--- config.mk ---
export PLATFORM = sky130hd
export DESIGN_NAME = mef_sqrt
export DESIGN_NICKNAME = d
export VERILOG_FILES = /design/src/rtl/mef_sqrt.sv
export SDC_FILE = /design/constraint.sdc
export NUM_CORES = 2
export LEC_CHECK = 0
export BUFFER_PORTS_ARGS = -buffer_cell sky130_fd_sc_hd__buf_2
export CAP_MARGIN = 30
export CORE_MARGIN = 4
export CORE_UTILIZATION = 55
export CTS_BUF_LIST = sky130_fd_sc_hd__clkbuf_2
export CTS_CLUSTER_SIZE = 14
export DETAILED_ROUTE_END_ITERATION = 7
export GPL_TIMING_DRIVEN = 0
export PLACE_DENSITY = 0.71
export SKIP_CTS_REPAIR_TIMING = 1
export SYNTH_ARGS = -nofsm -noshare
export SYNTH_HDL_FRONTEND = slang
export SYNTH_MEMORY_MAX_BITS = 65536
export SYNTH_SLANG_ARGS = --single-unit
--- constraint.sdc ---
create_clock -name clk_i -period 3.6 [get_ports clk_i]
set_input_delay 0.18 -clock clk_i [delete_from_list [all_inputs] [get_ports clk_i]]
set_output_delay 0.18 -clock clk_i [all_outputs]
set_load 0.005 [all_outputs]
--- src/rtl/mef_sqrt.sv ---
// Pipelined integer square root, one result bit per stage
module mef_sqrt #(
  parameter int unsigned NW = 64,
  parameter int unsigned SW = 1
) (
  input  logic                clk_i,
  input  logic                rst_ni,
  input  logic                en_i,
  input  logic                valid_i,
  input  logic [NW-1:0]       rad_i,
  input  logic [SW-1:0]       side_i,
  output logic                valid_o,
  output logic [NW/2-1:0]     root_o,
  output logic [SW-1:0]       side_o
);
  localparam int unsigned RW   = NW / 2;
  localparam int unsigned REMW = RW + 2;

  logic [NW-1:0]   val_q [RW];
  logic [REMW-1:0] rem_q [RW];
  logic [RW-1:0]   root_q [RW];
  logic [SW-1:0]   side_q [RW];
  logic            vld_q [RW];

  logic [NW-1:0]   val_s [RW+1];
  logic [REMW-1:0] rem_s [RW+1];
  logic [RW-1:0]   root_s [RW+1];
  logic [SW-1:0]   side_s [RW+1];
  logic            vld_s [RW+1];

  logic [NW-1:0]   val_d [RW];
  logic [REMW-1:0] rem_d [RW];
  logic [RW-1:0]   root_d [RW];

  // stage inputs: port for the first, previous register after
  always_comb begin
    val_s[0]  = rad_i;
    rem_s[0]  = '0;
    root_s[0] = '0;
    side_s[0] = side_i;
    vld_s[0]  = valid_i;
    for (int i = 1; i <= RW; i++) begin
      val_s[i]  = val_q[i-1];
      rem_s[i]  = rem_q[i-1];
      root_s[i] = root_q[i-1];
      side_s[i] = side_q[i-1];
      vld_s[i]  = vld_q[i-1];
    end
  end

  // restoring step: bring down two bits, try root*4+1
  always_comb begin
    logic [REMW-1:0] remsh;
    logic [REMW-1:0] trial;
    for (int i = 0; i < RW; i++) begin
      remsh      = {rem_s[i][REMW-3:0], val_s[i][NW-1:NW-2]};
      trial      = {root_s[i], 2'b01};
      val_d[i]   = val_s[i] << 2;
      if (remsh >= trial) begin
        rem_d[i]  = remsh - trial;
        root_d[i] = {root_s[i][RW-2:0], 1'b1};
      end else begin
        rem_d[i]  = remsh;
        root_d[i] = {root_s[i][RW-2:0], 1'b0};
      end
    end
  end

  always_ff @(posedge clk_i or negedge rst_ni) begin
    if (!rst_ni) begin
      for (int i = 0; i < RW; i++) begin
        vld_q[i] <= 1'b0;
      end
    end else if (en_i) begin
      for (int i = 0; i < RW; i++) begin
        vld_q[i] <= vld_s[i];
      end
    end
  end

  always_ff @(posedge clk_i) begin
    if (en_i) begin
      for (int i = 0; i < RW; i++) begin
        val_q[i]  <= val_d[i];
        rem_q[i]  <= rem_d[i];
        root_q[i] <= root_d[i];
        side_q[i] <= side_s[i];
      end
    end
  end

  assign valid_o = vld_s[RW];
  assign root_o  = root_s[RW];
  assign side_o  = side_s[RW];

endmodule

==> impl_metrics.ini <==
[synthesis]
synthSimpleGateAreaFrac_pct = 9.62
syn_inst = 8872
synthMuxAreaShare_pct = 1.17
yosys_warnings = 0
syn_area_um2 = 116000
synth_edf_count = 2497
synth.distinct_cells = 87
synth_ff_type = edfxtp_1
synth_xor_area_share_pct = 5.81
synth_fp_nets = 9502
synth_top_family_by_area = simple AND/OR/NAND/NOR gates
syn_area_per_cell_um2 = 13.1
ys_async_sr_fraction_pct = 1.27
synth-compound-area-share_pct = 9.23
seq_area_frac_synth_pct = 65.2
yosys_register_bits = 2529
yosys.area_share.adder_pct = 6.04

[critical_path]
cpPeakStageDelay_ns = 0.56
path_depth = 12
endpoint = rem_q[0][371]$_DFFE_PP_
crit_start = rem_q[0][306]$_DFFE_PP_
end_kind = flip-flop
crit_fanout = 5
required_ns = 5.03
r2r-start = rem_q[0][306]$_DFFE_PP_
crit_type = reg2reg
worst-path-buf-inv = 1
cp_data_arrival_time_ns = 5.06
r2r_slack_ns = -0.03
cpMaxStageDelayCell = or4_4
critical_path.cell_chain = ha_4 -> nor2b_1 -> o21ai_2 -> a21boi_2 -> o21ai_2 -> a211o_1 -> and3_4 -> inv_2 -> nand3b_1 -> or4_4 -> or4_4 -> xnor2_1
ff2ff_path_depth = 12
start_kind = flip-flop
cpLargestDelayFamily = simple AND/OR/NAND/NOR gates
r2r_end = rem_q[0][371]$_DFFE_PP_

[routing]
vias = 72500
via_per_inst = 5.49
finalWirelength_um = 243000
ant_nets = 0
wl_per_cell_um = 18.4
drt_iter0_drc = 4893
drc = 0
drtPass1Iterations = 6

[sta]
drv_slew = 0
fin_skew_ns = 0.223
rsz0062_at_grt = true
worst_pin_slew_ns = 1.27
hold_viol_final = 0
finalCritPeriodShare_pct = 101
hold_ws_ns = 0.179
fin_crit_ns = 3.63
max_freq_mhz = 276
relSlewSlack_pct = 15.6
layout_setup_ws_ns = -0.0282
setup_viol = 1

[grt]
gr-total-overflow = 0
grt_max_degree = 199
grt_pass1_wl_um = 369000
grtUsageTotal_pct = 21.1
antenna_found_initial = 2
grt_pass1_vias = 70700

[cts]
clkLatencyLatePin_ns = 1.83
clkTransAtPathRegs_ns = 0.10
cts_sinks = 2529
h-tree-depth = 6
cts_root_buf = clkbuf_2
cts.path.max_buffers = 4
cts_tree = yes
cts_made_buffers = 641

[status]
outcome = finished, violations left
violations = setup timing

[power]
ir_drop_mv = 0.401
powerDensity_nw_per_um2 = 586
power.leakage_nw = 51.4
power.total_mw = 76.7

[die]
die_h_um = 468
die_w_um = 468
rows = 168
die-area_um2 = 219000
core-area_um2 = 210000
ioPinCount = 103
start_util_pct = 55.4

[final_layout]
drive_gt1_share_pct = 15.3
final_core_util_pct = 62.4
fin_nets = 10600
syn_to_final_growth_pct = 12.7

[flow_run]
drv_cap = 0

[hold_path]
hp-class = in2reg

[placement]
portBuffers = 102
gp_congestion = 0.933
dpl.hpwl_um = 165000
==> how the worst min path moves through the flow <==
stage / to / start / cells after the start
floorplan: valid_o$_DFFE_PN0P_ / rst_ni / 0
global placement: vld_q[25]$_DFFE_PN0P_ / rst_ni / 1
detailed placement: vld_q[25]$_DFFE_PN0P_ / rst_ni / 1
CTS: val_q[0][57]$_DFFE_PP_ / rad_i[57] / 1
global route: val_q[0][42]$_DFFE_PP_ / rad_i[42] / 4
finish: val_q[0][46]$_DFFE_PP_ / rad_i[46] / 4
==> worst min-delay path: stages <==
cell and delay, ns:
dlygate4sd3_1 0.52, dlygate4sd3_1 0.55, buf_2 0.09, dlygate4sd3_1 0.53
==> power breakdown <==
group / switching (mW) / internal, mW
Sequential: 2.44 / 37.3
Clock: 11.2 / 7.52
Combinational: 10.5 / 7.75
Total: 24.1 / 52.6
==> cell usage in the layout (no fill, tap or decap), types with 57 or more instances in the layout <==
master	synthesis	routed
inv_1	720	715
buf_4	2	72
nor3_1	226	215
xor2_1	385	385
dlygate4sd3_1	0	256
mux2_2	107	107
xnor2_1	385	384
nand2b_1	124	123
nand2_1	622	620
buf_2	6	116
o21ai_0	506	471
a21oi_1	527	503
nand3_1	128	126
a21o_1	200	199
clkinv_1	1	125
o21a_1	99	96
nor2_1	495	491
nand4_1	102	102
ha_1	561	545
or3_1	82	77
nor4_1	116	90
clkbuf_2	1	939
nor2b_1	84	81
clkbuf_1	141	57
edfxtp_1	2497	2497
==> final cells by class <==
class,instances,area [um2]
diodes,15,37.5
fillers,16300,78900
plain buffers,146,813
clock buffers,905,4530
multi-input cells,5460,38300
well taps,2805,3510
repair buffers,444,4230
inverters,721,2710
clock inverters,178,1020
flip-flops and latches,2529,75800
==> per-stage QoR <==
stage | cells | area (um2) | setup WS [ns] | TNS [ns]
3_3_place_gp | 11800 | 120000 | -35.25 | -
5_1_grt | 13200 | 131000 | -0.148 | -2.31
2_1_floorplan | 8872 | 116000 | 0.242 | 0
6_report | 13200 | 131000 | -0.0282 | -0.0282
3_5_place_dp | 11800 | 121000 | -1.65 | -413.19
4_1_cts | 12900 | 126000 | -1.66 | -261.43
==> synthesized netlist by cell type, types with 14 or more instances <==
| cell type | count | area, um2 |
|---|---|---|
| clkbuf_1 | 141 | 529 |
| nand2b_1 | 124 | 776 |
| nor2_1 | 495 | 1860 |
| nand4b_1 | 15 | 131 |
| nor3b_1 | 15 | 113 |
| nand2_1 | 622 | 2330 |
| dfrtp_1 | 32 | 801 |
| or3_1 | 82 | 513 |
| o21bai_1 | 41 | 308 |
| xnor2_1 | 385 | 3370 |
| and2_1 | 34 | 213 |
| nor2b_1 | 84 | 526 |
| edfxtp_1 | 2497 | 75000 |
| mux2i_1 | 15 | 150 |
| a21boi_0 | 32 | 240 |
| or4_1 | 52 | 390 |
| mux2_2 | 107 | 1200 |
| a211oi_1 | 39 | 293 |
| nand3b_1 | 27 | 203 |
| nor3_1 | 226 | 1130 |
| inv_1 | 720 | 2700 |
| a31oi_1 | 43 | 269 |
| o31ai_1 | 64 | 480 |
| a21o_1 | 200 | 1500 |
| o21a_1 | 99 | 743 |
| o21ai_0 | 506 | 2530 |
| nor4_1 | 116 | 726 |
| or2_2 | 44 | 275 |
| ha_1 | 561 | 7020 |
| xor2_1 | 385 | 3370 |
| nand3_1 | 128 | 641 |
| o41ai_1 | 14 | 123 |
| a211o_1 | 16 | 140 |
| and3_1 | 40 | 250 |
| and4_1 | 14 | 123 |
| a21oi_1 | 527 | 2640 |
| nand4_1 | 102 | 638 |
| o211ai_1 | 29 | 218 |
==> metal layers <==
metal / global-route usage (%) / up-vias / wire length [um]
li1: - / 35400 / -
met1: 27.7 / 34800 / 105000
met2: 34.9 / 1816 / 120000
met3: 4.14 / 496 / 12100
met4: 7.86 / 0 / 6990
met5: 0 / - / 0
==> cell families (layout without fill, tap and decap cells) <==
| logic type | count (synthesis) | count (layout) |
|---|---|---|
| flip-flops | 2529 | 2529 |
| other | 1 | 16 |
| buffers and inverters | 884 | 2394 |
| XOR/XNOR | 770 | 770 |
| AND/OR/NAND/NOR | 2256 | 2257 |
| AO/OA/AOI/OAI | 1749 | 1749 |
| adder cells (fa/ha/maj) | 561 | 561 |
| multiplexers | 122 | 122 |
==> sequential cells by signal (all words and copies together) (netlist names) <==
signal	count
vld_q	31
val_q	992
valid_o	1
side_q	32
rem_q	945
root_q	528
No activity file was read; power rests on OpenSTA's default activity.
