--- src/rtl/mef_div.sv ---
// Pipelined restoring divider, one quotient bit per stage
module mef_div #(
  parameter int unsigned NUMW = 47,
  parameter int unsigned QW   = 17,
  parameter int unsigned SW   = 1
) (
  input  logic            clk_i,
  input  logic            rst_ni,
  input  logic            en_i,
  input  logic            valid_i,
  input  logic [NUMW-1:0] num_i,
  input  logic [31:0]     den_i,
  input  logic [SW-1:0]   side_i,
  output logic            valid_o,
  output logic [QW-1:0]   quo_o,
  output logic [SW-1:0]   side_o
);
  logic [32:0]   rem_q [QW];
  logic [QW-1:0] lo_q [QW];
  logic [QW-1:0] quo_q [QW];
  logic [31:0]   den_q [QW];
  logic [SW-1:0] side_q [QW];
  logic          vld_q [QW];

  logic [32:0]   rem_s [QW+1];
  logic [QW-1:0] lo_s [QW+1];
  logic [QW-1:0] quo_s [QW+1];
  logic [31:0]   den_s [QW+1];
  logic [SW-1:0] side_s [QW+1];
  logic          vld_s [QW+1];

  logic [32:0]   rem_d [QW];
  logic [QW-1:0] quo_d [QW];

  // upper dividend bits start as the partial remainder
  always_comb begin
    rem_s[0]  = 33'(num_i >> QW);
    lo_s[0]   = num_i[QW-1:0];
    quo_s[0]  = '0;
    den_s[0]  = den_i;
    side_s[0] = side_i;
    vld_s[0]  = valid_i;
    for (int i = 1; i <= QW; i++) begin
      rem_s[i]  = rem_q[i-1];
      lo_s[i]   = lo_q[i-1];
      quo_s[i]  = quo_q[i-1];
      den_s[i]  = den_q[i-1];
      side_s[i] = side_q[i-1];
      vld_s[i]  = vld_q[i-1];
    end
  end

  always_comb begin
    logic [32:0] remsh;
    for (int i = 0; i < QW; i++) begin
      remsh = {rem_s[i][31:0], lo_s[i][QW-1]};
      if (remsh >= {1'b0, den_s[i]}) begin
        rem_d[i] = remsh - {1'b0, den_s[i]};
        quo_d[i] = {quo_s[i][QW-2:0], 1'b1};
      end else begin
        rem_d[i] = remsh;
        quo_d[i] = {quo_s[i][QW-2:0], 1'b0};
      end
    end
  end

  always_ff @(posedge clk_i or negedge rst_ni) begin
    if (!rst_ni) begin
      for (int i = 0; i < QW; i++) begin
        vld_q[i] <= 1'b0;
      end
    end else if (en_i) begin
      for (int i = 0; i < QW; i++) begin
        vld_q[i] <= vld_s[i];
      end
    end
  end

  always_ff @(posedge clk_i) begin
    if (en_i) begin
      for (int i = 0; i < QW; i++) begin
        rem_q[i]  <= rem_d[i];
        lo_q[i]   <= lo_s[i] << 1;
        quo_q[i]  <= quo_d[i];
        den_q[i]  <= den_s[i];
        side_q[i] <= side_s[i];
      end
    end
  end

  assign valid_o = vld_s[QW];
  assign quo_o   = quo_s[QW];
  assign side_o  = side_s[QW];

endmodule

--- config.mk ---
export PLATFORM = sky130hd
export DESIGN_NAME = mef_div
export DESIGN_NICKNAME = d
export VERILOG_FILES = /design/src/rtl/mef_div.sv
export SDC_FILE = /design/constraint.sdc
export NUM_CORES = 2
export LEC_CHECK = 0
export ABC_AREA = 1
export BUFFER_PORTS_ARGS = -buffer_cell sky130_fd_sc_hd__buf_2
export CORE_ASPECT_RATIO = 0.9
export CORE_MARGIN = 2
export CORE_UTILIZATION = 57
export DETAILED_ROUTE_END_ITERATION = 6
export GPL_ROUTABILITY_DRIVEN = 0
export HOLD_SLACK_MARGIN = 0.02
export MAX_ROUTING_LAYER = met4
export PLACE_DENSITY = 0.76
export SYNTH_ARGS = -nofsm -noshare
export SYNTH_HDL_FRONTEND = slang
export SYNTH_SLANG_ARGS = --single-unit
--- constraint.sdc ---
create_clock -name clk_i -period 2.2 [get_ports clk_i]
set_clock_uncertainty 0.15 [all_clocks]
set_input_delay 0.44 -clock clk_i [delete_from_list [all_inputs] [get_ports clk_i]]
set_output_delay 0.44 -clock clk_i [all_outputs]
set_load 0.02 [all_outputs]
==> flow_metrics.tcl, run 1 <==
set metrics [dict create \
    seq_area_frac_synth_pct 44.4 \
    ys_types 41 \
    io_pins 103 \
    grtUsageTotal_pct 75.7 \
    worst_endpoint "rem_q[0][485]$_DFFE_PP_/D" \
    status "did not finish" \
    synth-edff-count 1330 \
    hpwl_um 237000 \
    yosysTopAreaCellShare_pct 44.0 \
    root_buffer "clkbuf_16" \
    grt_overflow 1663 \
    worst-ep-kind "register data pin" \
    ys_ff_latch 1347 \
    synth_xor_area_share_pct 2.17 \
    cts.sinks 1347 \
    async_reset_ff_share_pct 1.26 \
    yosysWarningCount 0 \
    synthMuxAreaShare_pct 0.0124 \
    synth_area_leader_cell "edfxtp_1" \
    initial_core_util_pct 57.5 \
    synthAdderAreaFrac_pct 7.83 \
    clock_path_buffers 3 \
    die_w_um 425 \
    error_line "[ERROR GRT-0232] Routing congestion too high. Check the congestion heatmap in the GUI." \
    portBuffers 102 \
    cts-buffers-inserted 141 \
    die_height_um 383 \
    grt_max_degree 93 \
    synth_nets 12600 \
    failing_step "global routing" \
    synth-simple-area-share_pct 31.6 \
    synthFlopType "edfxtp_1" \
    ys_top_cells_by_area "edfxtp_1 (44%), nand2_1 (19%), inv_1 (10%), ha_1 (7.5%), nand3_1 (5.0%)" \
    place_area_um2 113000 \
    netlist_area_um2 90800 \
    dp_cells 16600 \
    synthCells 12000 \
    row_count 138 \
    synth_top_family_by_area "simple AND/OR/NAND/NOR gates" \
    htreeDepth 4 \
    synth_compound_area_share_pct 2.35 \
    syn_area_per_cell_um2 7.58 \
]
synth_stat cells, drive strengths merged, types with 4 or more instances:
cell    number
a21oi      335
and2        76
buf        142
clkbuf       4
dfrtp       17
edfxtp    1330
fa          16
ha         543
inv       2502
nand2     4651
nand3      994
nand3b     129
nand4       52
nor2       742
nor3       126
o21ai       52
o21bai      21
or2         10
xnor2       24
xor2       201
through the flow:
step	worst slack [ns]	setup TNS [ns]
after floorplan	0.00677	0
after detailed placement	-0.569	-170.48
after global placement	-0.554	-136.12
after CTS	-0.292	-97.94
per-layer routing:
layer	overflow	global-route usage, %
met2	906	86.6
met3	167	64.2
met5	-	-
met4	463	67.7
met1	127	77.1
repair_timing:
action / 4_1_cts
cloned: 19
hold buffers: 84
setup buffers: 213
pin swaps: 194
resized for setup: 822
endpoints found under the setup margin: 496
hold endpoints to repair: 121
logic make-up after synthesis:
family | after synthesis
muxes | 1
adders and majority gates | 559
AOI/OAI and AO/OA | 413
buffers and inverters | 2648
xor gates and xnor gates | 225
and+or+nand+nor | 6784
DFF | 1347
==> run 2: changes to the inputs <==
==> config.mk (replaced) <==
export PLATFORM = sky130hd
export DESIGN_NAME = mef_div
export DESIGN_NICKNAME = d
export VERILOG_FILES = /design/src/rtl/mef_div.sv
export SDC_FILE = /design/constraint.sdc
export NUM_CORES = 2
export LEC_CHECK = 0
export ABC_AREA = 1
export BUFFER_PORTS_ARGS = -buffer_cell sky130_fd_sc_hd__buf_2
export CORE_MARGIN = 2
export CORE_UTILIZATION = 40
export DETAILED_ROUTE_END_ITERATION = 6
export GPL_ROUTABILITY_DRIVEN = 0
export PLACE_DENSITY_LB_ADDON = 0.15
export SYNTH_ARGS = -nofsm -noshare
export SYNTH_HDL_FRONTEND = slang
export SYNTH_SLANG_ARGS = --single-unit
==> constraint.sdc (replaced) <==
create_clock -name clk_i -period 2.9 [get_ports clk_i]
set_clock_uncertainty 0.15 [all_clocks]
set_input_delay 0.58 -clock clk_i [delete_from_list [all_inputs] [get_ports clk_i]]
set_output_delay 0.58 -clock clk_i [all_outputs]
set_load 0.02 [all_outputs]
==> flow_metrics.tcl, run 2 <==
set metrics [dict create \
    nets 13200 \
    status "finished, final reports clean" \
    core_um2 225000 \
    slew_viol_final 0 \
    yosysTopAreaCellShare_pct 44.0 \
    via_per_inst 4.90 \
    yosysWarningCount 0 \
    synth_xor_area_share_pct 2.17 \
    ys_types 41 \
    finalSetupViolations 0 \
    route.detailed.drc 0 \
    p_leak_nw 53.3 \
    fin_util_pct 45.8 \
    synthFlopType "edfxtp_1" \
    first_pass_iters 6 \
    synthToLayoutAreaGrowth_pct 13.6 \
    netlist_area_um2 90800 \
    drive_above_1_share_pct 7.55 \
    max-vdd-ir-drop_mv 0.435 \
    critPathBufInv 2 \
    grt_pass1_wl_um 425000 \
    clock_path_buffers 3 \
    synth_compound_area_share_pct 2.35 \
    seq_area_frac_synth_pct 44.4 \
    root_buffer "clkbuf_16" \
    reg_top3 "den_q (512), rem_q (512), quo_q (153)" \
    worstHoldPathType "input pin to async pin" \
    synth_area_leader_cell "edfxtp_1" \
    clk-insertion-delay-late_ns 0.83 \
    syn_area_per_cell_um2 7.58 \
    grt_overflow 0 \
    drtAntennaViolNets 0 \
    wl_um 282000 \
    hold_viol 0 \
    synth-simple-area-share_pct 31.6 \
    hpwl_um 229000 \
    num-fill-cells 22400 \
    post-synth-top-count-cell "nand2_1" \
    maxCapViolCount 0 \
    grtUsageTotal_pct 24.0 \
    ys_ff_latch 1347 \
    cp_cell_sequence "inv_1 -> ha_1 -> nand2_1 -> nor2_1 -> nand2_1 -> nor2_1 -> nand2_1 -> nand2_1 -> nor2_2 -> buf_4 -> nand3_1 -> nand2_1" \
    ys_top_cells_by_area "edfxtp_1 (44%), nand2_1 (19%), inv_1 (10%), ha_1 (7.5%), nand3_1 (5.0%)" \
    drtIter0Drc 6897 \
    max_slew_margin_pct 54.3 \
    cp-start-kind "register" \
    grt_max_degree 79 \
    antenna_found_initial 3 \
    grt_setup_unrepaired "no" \
    grt_pass1_vias 72500 \
    tightestPinTransition_ns 0.679 \
    layout_commonest_cell "nand2_1" \
    htreeDepth 4 \
    cts_tree "built" \
    cp_slowest_stage_delay_ns 0.45 \
    cpMostUsedCell "nand2_1" \
    cp_data_arrival_time_ns 3.19 \
    async_reset_ff_share_pct 1.26 \
    synthAdderAreaFrac_pct 7.83 \
    synth_nets 12600 \
    synth-edff-count 1330 \
    end_kind "register" \
    synthCells 12000 \
    clkSlewWorstSetupHoldPaths_ns 0.07 \
    hold_slack_ns 0.0622 \
    cp.required_ns 3.26 \
    cts.sinks 1347 \
    crit_fanout 30 \
    clock.fmax_mhz 353 \
    die_w_um 480 \
    portBuffers 102 \
    die_height_um 480 \
    cpLargestDelayFamily "simple AND/OR/NAND/NOR gates" \
    synth_top_family_by_area "simple AND/OR/NAND/NOR gates" \
    mostFrequentLayoutCells "nand2_1 (4571), inv_1 (2489), edfxtp_1 (1330), nand3_1 (899), nor2_1 (685)" \
    initial_core_util_pct 40.3 \
    worstSetupPathType "register to register" \
    die_area_um2 231000 \
    cp_slowest_cell "edfxtp_1" \
    vias 76600 \
    powerDensity_nw_per_um2 1020 \
    post_drt_wl_per_cell_um 18.0 \
    period_minus_slack_ns 2.83 \
    synthMuxAreaShare_pct 0.0124 \
    row_count 174 \
    io_pins 103 \
    cts-buffers-inserted 157 \
    post-route-period-util_pct 97.7 \
    synth_commonest_cells "nand2_1 (4577), inv_1 (2489), edfxtp_1 (1330)" \
]
-- run 2: cell counts after synthesis --
No cell type changed its count.
-- run 2: logic make-up (layout without fill, tap and decap cells) --
logic type | Yosys count | in the layout
compound gates | 413 | 413
mux | 1 | 1
simple gates | 6784 | 6784
fa+ha+maj | 559 | 559
other cells | 0 | 3
xor+xnor | 225 | 225
buf+inv | 2648 | 3308
flops | 1347 | 1347
-- run 2: worst paths after layout --
kind | from | to | slack (ns) | cells after the start
setup / recovery | den_q[0][208] | rem_q[0][247] | 0.07 | 12
hold / removal | rst_ni | vld_q[16] | 0.06 | 2
setup reg to reg | den_q[0][208] | rem_q[0][247] | 0.07 | 12
hold reg to reg | lo_q[0][76] | lo_q[0][93] | 0.26 | 0
max in group asynchronous | rst_ni | vld_q[4] | 2.26 | 2
min in group clk_i | en_i | den_q[0][46] | 0.21 | 1
-- run 2: worst register-to-register path, delay by kind of cell, from the launching register on --
family | cells | cell delay, ns
flops | 1 | 0.45
fa+ha+maj | 1 | 0.40
simple gates | 9 | 1.13
buf+inv | 2 | 0.39
-- run 2: repair_timing --
action | 4_1_cts | 5_1_grt
gates resized for setup | 0 | 36
hold buffers | 82 | 0
endpoints found under the hold margin | 98 | 0
endpoints found under the setup margin | 11 | 134
pin swaps | 0 | 2
setup buffers | 4 | 20
-- run 2: per-layer routing --
layer | global-route usage, % | up-vias | wire [um]
li1 | - | 38500 | -
met5 | 0 | - | 0
met3 | 3.09 | 531 | 16300
met4 | 10.4 | 0 | 13200
met1 | 30.6 | 35200 | 118000
met2 | 40.7 | 2393 | 134000
-- run 2: final cells by class --
type	instances	area, um2	area share (%)
Antenna cell	3	7.51	0.00728
Clock buffer	188	4090	3.96
Clock inverter	93	1040	1.01
Inverter	2502	9400	9.11
Multi-Input combinational cell	7982	40100	38.8
Sequential cell	1347	40400	39.1
Tap cell	2992	3740	3.63
Timing Repair Buffer	525	4440	4.30
-- run 2: power by group --
group | switching [mW] | total [mW] | internal, mW
Clock | 8.39 | 19.7 | 11.3
Combinational | 35.8 | 53.6 | 17.8
Sequential | 3.78 | 31.9 | 28.1
-- run 2: metrics by stage --
stage | cells | power, mW | TNS [ns] | worst slack [ns] | instance area (um2)
floorplan | 12000 | 66.9 | 0 | 0.558 | 90800
global placement | 15200 | 84.4 | -0.250 | -0.0770 | 96900
detailed placement | 15200 | 84.8 | -0.505 | -0.113 | 96900
CTS | 15600 | 105 | 0 | 0.00465 | 103000
global route | 15600 | 113 | 0 | 0.000343 | 103000
finish | 15600 | 105 | 0 | 0.0667 | 103000
Power figures use the tool's default switching activity.
